`config.mk`:
```
export PLATFORM = sky130hd
export DESIGN_NAME = lisl_ctrl
export DESIGN_NICKNAME = d
export VERILOG_FILES = /design/src/rtl/lisl_pkg.sv /design/src/rtl/lisl_ctrl.sv
export SDC_FILE = /design/constraint.sdc
export NUM_CORES = 1
export LEC_CHECK = 0
export BUFFER_PORTS_ARGS = -buffer_cell sky130_fd_sc_hd__buf_2
export CAP_MARGIN = 40
export CELL_PAD_IN_SITES_DETAIL_PLACEMENT = 1
export CELL_PAD_IN_SITES_GLOBAL_PLACEMENT = 2
export CORE_MARGIN = 5
export CORE_UTILIZATION = 19
export DETAILED_ROUTE_END_ITERATION = 6
export PLACE_DENSITY = 0.77
export SLEW_MARGIN = 20
export SYNTH_ARGS = -nofsm -noshare
export SYNTH_HDL_FRONTEND = slang
export SYNTH_SLANG_ARGS = --single-unit
```
`constraint.sdc`:
```
create_clock -name clock -period 1.5 [get_ports clock]
set_input_delay 0.075 -clock clock [delete_from_list [all_inputs] [get_ports clock]]
set_output_delay 0.075 -clock clock [all_outputs]
set_load 0.02 [all_outputs]
```
`src/rtl/lisl_pkg.sv`:
```
// types and constants shared by the segment lookup modules
package lisl_pkg;

   localparam int KEY_W       = 27;
   localparam int SLOPE_W     = 48;
   localparam int ICPT_W      = 64;
   localparam int ERR_W       = 48;
   localparam int COUNT_W     = 32;
   localparam int SEGCNT_W    = 9;
   localparam int SEGIDX_W    = 8;
   localparam int OUT_POS_W   = 32;
   localparam int FRAC_W      = 40;
   localparam int ACC_W       = 84;
   localparam int HALF_W      = 24;
   localparam int PROD_W      = KEY_W + 1 + HALF_W + 1;
   localparam int CSR_INDEX_W = 3;
   localparam int CSR_DATA_W  = 48;

   localparam logic CMD_LOAD   = 1'b0;
   localparam logic CMD_LOOKUP = 1'b1;

   localparam logic [CSR_INDEX_W-1:0] CSR_MIN_KEY   = 3'd0;
   localparam logic [CSR_INDEX_W-1:0] CSR_MAX_KEY   = 3'd1;
   localparam logic [CSR_INDEX_W-1:0] CSR_KEY_COUNT = 3'd2;
   localparam logic [CSR_INDEX_W-1:0] CSR_ERROR     = 3'd3;
   localparam logic [CSR_INDEX_W-1:0] CSR_SEG_COUNT = 3'd4;

   localparam logic [KEY_W-1:0]    MIN_KEY_RESET   = 27'd0;
   localparam logic [KEY_W-1:0]    MAX_KEY_RESET   = 27'd99999999;
   localparam logic [COUNT_W-1:0]  KEY_COUNT_RESET = 32'd0;
   localparam logic [ERR_W-1:0]    ERROR_RESET     = 48'd0;
   localparam logic [SEGCNT_W-1:0] SEG_COUNT_RESET = 9'd2;

   typedef struct packed {
      logic                     command;
      logic [KEY_W-1:0]         key_value;
      logic [SEGIDX_W-1:0]      seg_index;
      logic [KEY_W-1:0]         seg_start_key;
      logic signed [SLOPE_W-1:0] seg_slope;
      logic signed [ICPT_W-1:0]  seg_intercept;
   } req_type;

   typedef struct packed {
      logic [OUT_POS_W-1:0] lower_position;
      logic [OUT_POS_W-1:0] upper_position;
      logic                 out_of_range;
   } rsp_type;

   typedef struct packed {
      logic [KEY_W-1:0]         base_key;
      logic signed [SLOPE_W-1:0] slope;
      logic signed [ICPT_W-1:0]  intercept;
   } seg_entry_type;

   typedef struct packed {
      logic [KEY_W-1:0]    min_key_value;
      logic [KEY_W-1:0]    max_key_value;
      logic [COUNT_W-1:0]  key_count;
      logic [ERR_W-1:0]    error_bound;
      logic [SEGCNT_W-1:0] segment_count;
   } cfg_type;

   typedef struct packed {
      logic load_seg;
      logic start;
      logic step;
      logic fetch;
      logic mul_hi;
      logic accum;
      logic bounds;
      logic load_out;
   } cmd_type;

   typedef struct packed {
      logic out_of_range;
      logic search_done;
   } status_type;

endpackage

```
`src/rtl/lisl_ctrl.sv`:
```
// sequencer for segment loads and lookups, and the result word's valid flag
module lisl_ctrl import lisl_pkg::*; (
   input  logic       clock,
   input  logic       reset,
   input  logic       req_valid,
   input  logic       req_command,
   output logic       req_stall,
   output logic       rsp_valid,
   input  logic       rsp_stall,
   input  status_type status,
   output cmd_type    cmd
);

   typedef enum logic [2:0] {
      ST_IDLE,
      ST_SEARCH,
      ST_FETCH,
      ST_MUL_HI,
      ST_ACCUM,
      ST_BOUNDS,
      ST_CONVERT
   } state_type;

   state_type state_ff, state_in;
   logic      rsp_valid_ff, rsp_valid_in;
   logic      out_free;

   assign out_free  = !rsp_valid_ff || !rsp_stall;
   assign req_stall = (state_ff != ST_IDLE);
   assign rsp_valid = rsp_valid_ff;

   always_comb begin
      cmd      = '0;
      state_in = state_ff;
      case (state_ff)
         ST_IDLE: begin
            if (req_valid) begin
               if (req_command == CMD_LOOKUP) begin
                  cmd.start = 1'b1;
                  if (status.out_of_range) begin
                     state_in = ST_CONVERT;
                  end else if (status.search_done) begin
                     state_in = ST_FETCH;
                  end else begin
                     state_in = ST_SEARCH;
                  end
               end else begin
                  cmd.load_seg = 1'b1;
               end
            end
         end
         ST_SEARCH: begin
            cmd.step = 1'b1;
            if (status.search_done) begin
               state_in = ST_FETCH;
            end
         end
         ST_FETCH: begin
            cmd.fetch = 1'b1;
            state_in  = ST_MUL_HI;
         end
         ST_MUL_HI: begin
            cmd.mul_hi = 1'b1;
            state_in   = ST_ACCUM;
         end
         ST_ACCUM: begin
            cmd.accum = 1'b1;
            state_in  = ST_BOUNDS;
         end
         ST_BOUNDS: begin
            cmd.bounds = 1'b1;
            state_in   = ST_CONVERT;
         end
         ST_CONVERT: begin
            if (out_free) begin
               cmd.load_out = 1'b1;
               state_in     = ST_IDLE;
            end
         end
         default: begin
            state_in = ST_IDLE;
         end
      endcase
   end

   // result word stays until taken
   assign rsp_valid_in = cmd.load_out || (rsp_valid_ff && rsp_stall);

   always_ff @(posedge clock) begin
      if (reset) begin
         state_ff     <= ST_IDLE;
         rsp_valid_ff <= 1'b0;
      end else begin
         state_ff     <= state_in;
         rsp_valid_ff <= rsp_valid_in;
      end
   end

endmodule

```
Yosys cells after proc, flatten, opt, wreduce, memory -nomap -nowiden. Cells that the tools add are included.

Register bits after elaboration: 4. Bits in latches: 0. RAM bits: 0. ROM bits: 0. Memories: 0.

Add/sub/neg operators: 0. $mul: 0. Div/mod/pow operators: 0. $lt $le $gt $ge: 0. Equal/unequal tests: 10. Shifts and indexed selects: 0. Mux-type cells: 18. Bitwise gates (word level): 0. Reduce and logical (&&, ||, !) cells: 8.

Operators with widths (count): $pmux 3 s7 (1); $mux 3 (5); $eq 3x3->1 const B (3); $mux 1 (9); $ne 2x2->1 const B (4); $eq 3x2->1 const B (2); $mux 2 (3); $reduce_and 4->1 (1); $eq 3x1->1 const B (1); $logic_not 3->1 (1); $reduce_bool 3->1 (1); $logic_not 1->1 (2); $logic_or 1x1->1 (2); $logic_and 1x1->1 (1).

Longest topological paths before layout. Gate-level depths: netlist (run 1).

Depth after elaboration: 5. Depth in mapped cells: 5. Depth with buffers taken out: 4.

Least setup slack after synthesis (run 1). No wires, ideal clock.

Path kind: reg-to-output. Start: register state_ff[0]. End: output port cmd[7] in the netlist's numbering. Data arrival time: 1.314 ns. Slack: 0.111 ns. Stages on the path, launching flop included: 5. Cells stage by stage: dfxtp_1 > buf_6 > nor2_1 > nand2_1 > nor3b_1.

RTL lines: from (decl) (RTL line lisl_ctrl.sv:24) `state_type state_ff, state_in;`; from (signal assigned) (RTL line lisl_ctrl.sv:94) `state_ff <= state_in;`; to (decl) (RTL line lisl_ctrl.sv:11) `output cmd_type cmd`.

==> run metrics, run 1 <==
Slew @ Worst Pin=0.342 ns; placed cell area=374 um2; # hold bufs at CTS=0; Post-route DRC=0; number of global-route vias before repair=340; Multi-input gate area=between 150 and 200 um2; min-delay src=reset; post-layout util=26.8%; Met2 Routed Length=~400 um; total CTS buffers=3; die width=49.3 um; clk_skew=0.00595 ns; Max Clk Rate=732 MHz; Yosys top cell area share=27.4%; Synth area leader=dfxtp_1; top cells by area, synth=dfxtp_1 27%, nor2_1 10%, a21oi_1 8.5%; NetSw=between 0.15 and 0.2 mW; routed vias=334; Relative slew margins=77.2%; RSZ-0062 raised after global routing=false; Seq/Total Area, Yosys=27.4%; Routed Antenna Nets=0; Post-CTS Repair Setup Buffers=0; Critical Path AT=approximately 1.3 ns; part of the cycle the worst path needs=91.1%; Die ar.=0.00243 mm2; Hold Crit Class=primary input to flop; Sequential cell area=~80 um2; setup ws final=around 0.13 ns; Resized Gates After CTS=0; crit path launch=state_ff[0]$_SDFFE_PP0P_; gpl congestion=between 0.6 and 0.7; P_leak=0.187 nW; first-pass GRT wire length=1440 um; Crit Path Max Fanout=9; total grt overflow=0; Core ar.=0.00149 mm2; critical path class=flop to output pin; CP startpoint kind=flop; highest-count cells in the layout ignoring fill and taps=16 x buf_2, 7 x nor2_1, 5 x a21oi_1; Mapped Nets=47; status=completed; pwr dens=1090 mW/mm2; TritonCTS clock tree=done; Hold Slack=about 0.058 ns; clock latency on the worst-skew pair=around 0.24 ns; Reg2Reg Launch Point=state_ff[0]$_SDFFE_PP0P_; final setup violation count=0; max-slew violations=0; Setup TNS=0 ns; FF+latch count, synth=4; layout cells sized above 1=43.9%; final wirelength=860 um; initial antenna violation count=0; crit path max-delay cell type=dfxtp_1; CTS sink cnt=4; WL met1=395 um; Ports=17; count of different cell masters after synthesis=21; synth warn=0; cells along the critical path=nor2_2 > nand2_1 > nor3b_1 > buf_2; total track usage=7.28%; Die Y=49.3 um; internal power=approximately 0.27 mW; IO Port Bufs=16; combinational share of power=36.7%; Hold Vio Cnt, Final=0; CP Capture Type=output pin; met3 wire len=around 71 um; Critical Path Max Stage Delay=0.40 ns; Max Root-Sink Buffers=2; clock share of power=30.6%; syn_area_per_cell=between 7 and 8 um2; TritonRoute pass-1 iters=2; critical path required time=1.42 ns; number of placement rows=14; Initial Util=19.7%; Detail Placement HPWL=723 um; Peak VDD IR=0.338 mV; CTS Root Cell=clkbuf_4; fill count=roughly 190; largest net degree at the start of global routing=10; sw frac=between 30% and 40%; Mapped Area=between 200 and 300 um2; Seq pwr share=32.7%; post-DR wirelength/cell=about 12 um; initial DRC count=3; Worst-path clk slew=0.04 ns; final design area excluding fillers=399 um2; synthesis-to-finish area growth=36.3%; ANT cells=0; pre-CTS WS=0.305 ns; top layer in use=met3; most common cell after layout, fill and taps aside=buf_2; Via density=about 4.6; MaxCap Viol Count=0; CTS H-tree lvls=1; Post-Synthesis Cells=40; Final Critical Period=1.37 ns; Nets=66
-- flip-flops by register name, indices dropped and copies added, names as in the netlist --
| signal | flops |
|---|---|
| rsp_valid | 1 |
| state_ff | 3 |
-- critical path: cells and delay by family (launching register included) --
kind | cells | cell delay, ns
buffers and inverters | 1 | 0.19
flip-flops | 1 | 0.40
AND/OR/NAND/NOR | 3 | 0.47
-- power by group through the flow --
stage	clock, mW	combinational [mW]	sequential (mW)
after floorplan	0	0.130	0.128
after global placement	0	0.160	0.143
after detailed placement	0	0.160	0.143
after CTS	0.139	0.161	0.141
after global routing	0.143	0.176	0.146
final	0.133	0.159	0.142
-- cell usage after synthesis --
cell type and count:
a2111oi_2 1, a21oi_1 5, a41oi_1 1, and3_2 1
buf_4 1, buf_6 1, dfxtp_1 4, inv_1 1
inv_2 1, nand2_1 4, nand2b_1 1, nand2b_4 1
nand3b_1 1, nor2_1 8, nor3_1 2, nor3b_1 2
o21ai_0 1, o21ai_1 1, o21ai_2 1, o21bai_1 1
o22ai_1 1
-- cell type report --
class	count	area share, %
tap	16	5.02
multi-input combinational	32	47.3
sequential	4	20.1
inverter	2	1.88
timing repair buffer	16	20.1
clock buffer	3	5.64
-- metal layers --
layer | track usage (%) | up-vias
met2 | 10.5 | 13
met5 | 0 | -
met1 | 9.29 | 146
li1 | - | 175
met3 | 4.28 | 0
met4 | 1.35 | 0
-- per-stage QoR --
stage | power, mW | cells
floorplan | 0.257 | 40
global placement | 0.303 | 70
detailed placement | 0.303 | 70
CTS | 0.440 | 73
global route | 0.466 | 73
finish | 0.433 | 73
-- cell families (layout without fill, tap and decap cells) --
kind of cell	after synthesis	count (layout)	synth area share, %
buffers and inverters	4	21	8.97
flip-flops	4	4	27.4
AO/OA/AOI/OAI	12	12	27.8
AND/OR/NAND/NOR	20	20	35.9
-- worst paths after layout --
path,endpoint,slack [ns],depth (start not counted)
max,cmd[7],0.13,4
min,state_ff[2]$_SDFFE_PP0P_,0.06,2
max reg2reg,state_ff[0]$_SDFFE_PP0P_,0.30,4
min reg2reg,rsp_valid$_SDFF_PP0_,0.51,2
Note: power is estimated with default switching activity, not from simulation.
==> run 2: changes to the inputs <==
CORE_UTILIZATION = 17   (was 19)
PLACE_DENSITY = 0.74   (was 0.77)
clock period = 1.16 ns   (was 1.5 ns; I/O delays follow)
==> run 2 against run 1 <==
  * The flow now finishes with violations (setup timing)
  * First-iteration DRC count rose by 67%
  * Sequential cell count unchanged
  * Cell count increased by 12%
  * Clock skew decreased by 0.0038 ns
  * Clock power grew 24%
  * Utilization rose by 5.4 points
  * Via count is 16% higher
  * Register-to-register slack lost 0.30 ns
  * Critical path depth unchanged
  * Total power grew 54%
  * Combinational power grew 99%
  * Largest cell class unchanged
  * Highest routed layer is now met4
==> run metrics, run 2 (synthesis gave the netlist of run 1 again) <==
Critical Path Max Stage Delay=approximately 0.35 ns; die width=51.5 um; max-slew violations=0; RSZ-0062 raised after global routing=true; P_leak=~0.24 nW; failing checks=setup timing; highest-count cells in the layout ignoring fill and taps=11 x buf_4, 10 x buf_2, 4 x nor2_1, 4 x a21oi_1; DP Cell Count=74; initial DRC count=5; setup ws final=-0.0624 ns; IO Port Bufs=16; routed vias=388; Slew @ Worst Pin=0.244 ns; first-pass GRT wire length=1730 um; Die ar.=~0.0027 mm2; pre-CTS WS=approximately 0.013 ns; Detail Placement HPWL=743 um; placed cell area=403 um2; Max Clk Rate=818 MHz; cells along the critical path=nand3b_1 > buf_4 > a21oi_2 > buf_4; Relative slew margins=83.7%; Peak VDD IR=0.473 mV; CTS H-tree lvls=1; clk_skew=0.00211 ns; number of global-route vias before repair=433; Final Power=0.666 mW; CP most frequent cell=buf_4; status=finished with violations; initial antenna violation count=0; MaxCap Viol Count=0; Ports=17; Reg2Reg Launch Point=state_ff[0]$_SDFFE_PP0P_; min-delay src=reset; Worst R2R Path Depth=5; total track usage=between 8 and 9%; TritonRoute pass-1 iters=3; Crit Path Max Fanout=5; critical path class=flop to output pin; Via density=4.73; layout cells sized above 1=67.7%; Worst Hold End=state_ff[1]$_SDFFE_PP0P_; final design area excluding fillers=roughly 540 um2; TritonCTS clock tree=done; CP startpoint kind=flop; # hold bufs at CTS=0; Die Y=51.5 um; Reg-to-Reg End=state_ff[0]$_SDFFE_PP0P_; hold path depth=2; total CTS buffers=3; Max Root-Sink Buffers=2; CTS sink cnt=4; ANT cells=0; Worst-path clk slew=0.04 ns; Hold Vio Cnt, Final=0; post-layout util=about 32%; Setup TNS=-0.0966 ns; Routed Antenna Nets=0; most flop-heavy register=state_ff; Core ar.=0.00169 mm2; Critical Path AT=1.16 ns; gpl congestion=0.753; largest net degree at the start of global routing=9; synthesis-to-finish area growth=85.9%; most common cell after layout, fill and taps aside=buf_4; number of placement rows=15; Hold Slack=0.0462 ns; pwr dens=1220 mW/mm2; CP top delay family=flip-flops; CP bufs+invs=2; Initial Util=17.3%; number of flip-flops in the largest register=3; clock latency on the worst-skew pair=0.23 ns; total grt overflow=0; final setup violation count=2; Post-route DRC=0; Final Non-Filler Cells=slightly above 80; part of the cycle the worst path needs=105%; CTS Root Cell=clkbuf_4; Hold Crit Class=primary input to flop; Final Critical Period=1.22 ns; Nets=74; final wirelength=1040 um; crit path max-delay cell type=dfxtp_4; CP Capture Type=output pin; critical path required time=1.10 ns; setup slack, reg-to-reg=0 ns; post-DR wirelength/cell=12.7 um
run 2: routing by layer:
layer / GRT usage, % / wire length [um] / up-vias
li1: - / - / 191
met1: 7.88 / 355 / 185
met2: 16.1 / 627 / 8
met3: 2.58 / 33 / 4
met4: 6.99 / 25 / 0
met5: 0 / 0 / -
run 2: worst max path at each step:
| stage | slack (ns) | startpoint | end | cells after the start |
|---|---|---|---|---|
| after floorplan | -0.02 | state_ff[0]$_SDFFE_PP0P_ | cmd[7] | 4 |
| after global placement | 0.03 | state_ff[0]$_SDFFE_PP0P_ | state_ff[0]$_SDFFE_PP0P_ | 3 |
| after detailed placement | 0.01 | state_ff[2]$_SDFFE_PP0P_ | state_ff[2]$_SDFFE_PP0P_ | 4 |
| after CTS | -0.06 | state_ff[0]$_SDFFE_PP0P_ | cmd[0] | 4 |
| after global routing | -0.13 | state_ff[0]$_SDFFE_PP0P_ | cmd[0] | 4 |
| final | -0.06 | state_ff[0]$_SDFFE_PP0P_ | cmd[0] | 4 |
run 2: worst register-to-register path: cells and delay by family, from the launching register on:
family                 cells  cell delay, ns
flip-flops                 1            0.35
AO/OA/AOI/OAI              2            0.33
AND/OR/NAND/NOR            2            0.23
buffers and inverters      1            0.14
run 2: cell type report:
type / instances / area, um2
Fill cell: 220 / 1140
Tap cell: 17 / 21.3
Timing Repair Buffer: 24 / 166
Sequential cell: 4 / 91.3
Clock buffer: 3 / 22.5
Inverter: 2 / 7.51
Multi-Input combinational cell: 32 / 235
run 2: power by group:
part	switching [mW]	internal (mW)	leakage (nW)
Clock	0.0499	0.115	0.0138
Sequential	0.0280	0.155	0.0348
Combinational	0.164	0.154	0.190
run 2: timing repair:
action	4_1_cts	5_1_grt
setup endpoints to repair	9	9
pin swaps	1	1
gates resized for setup	17	9
setup buffers	3	2
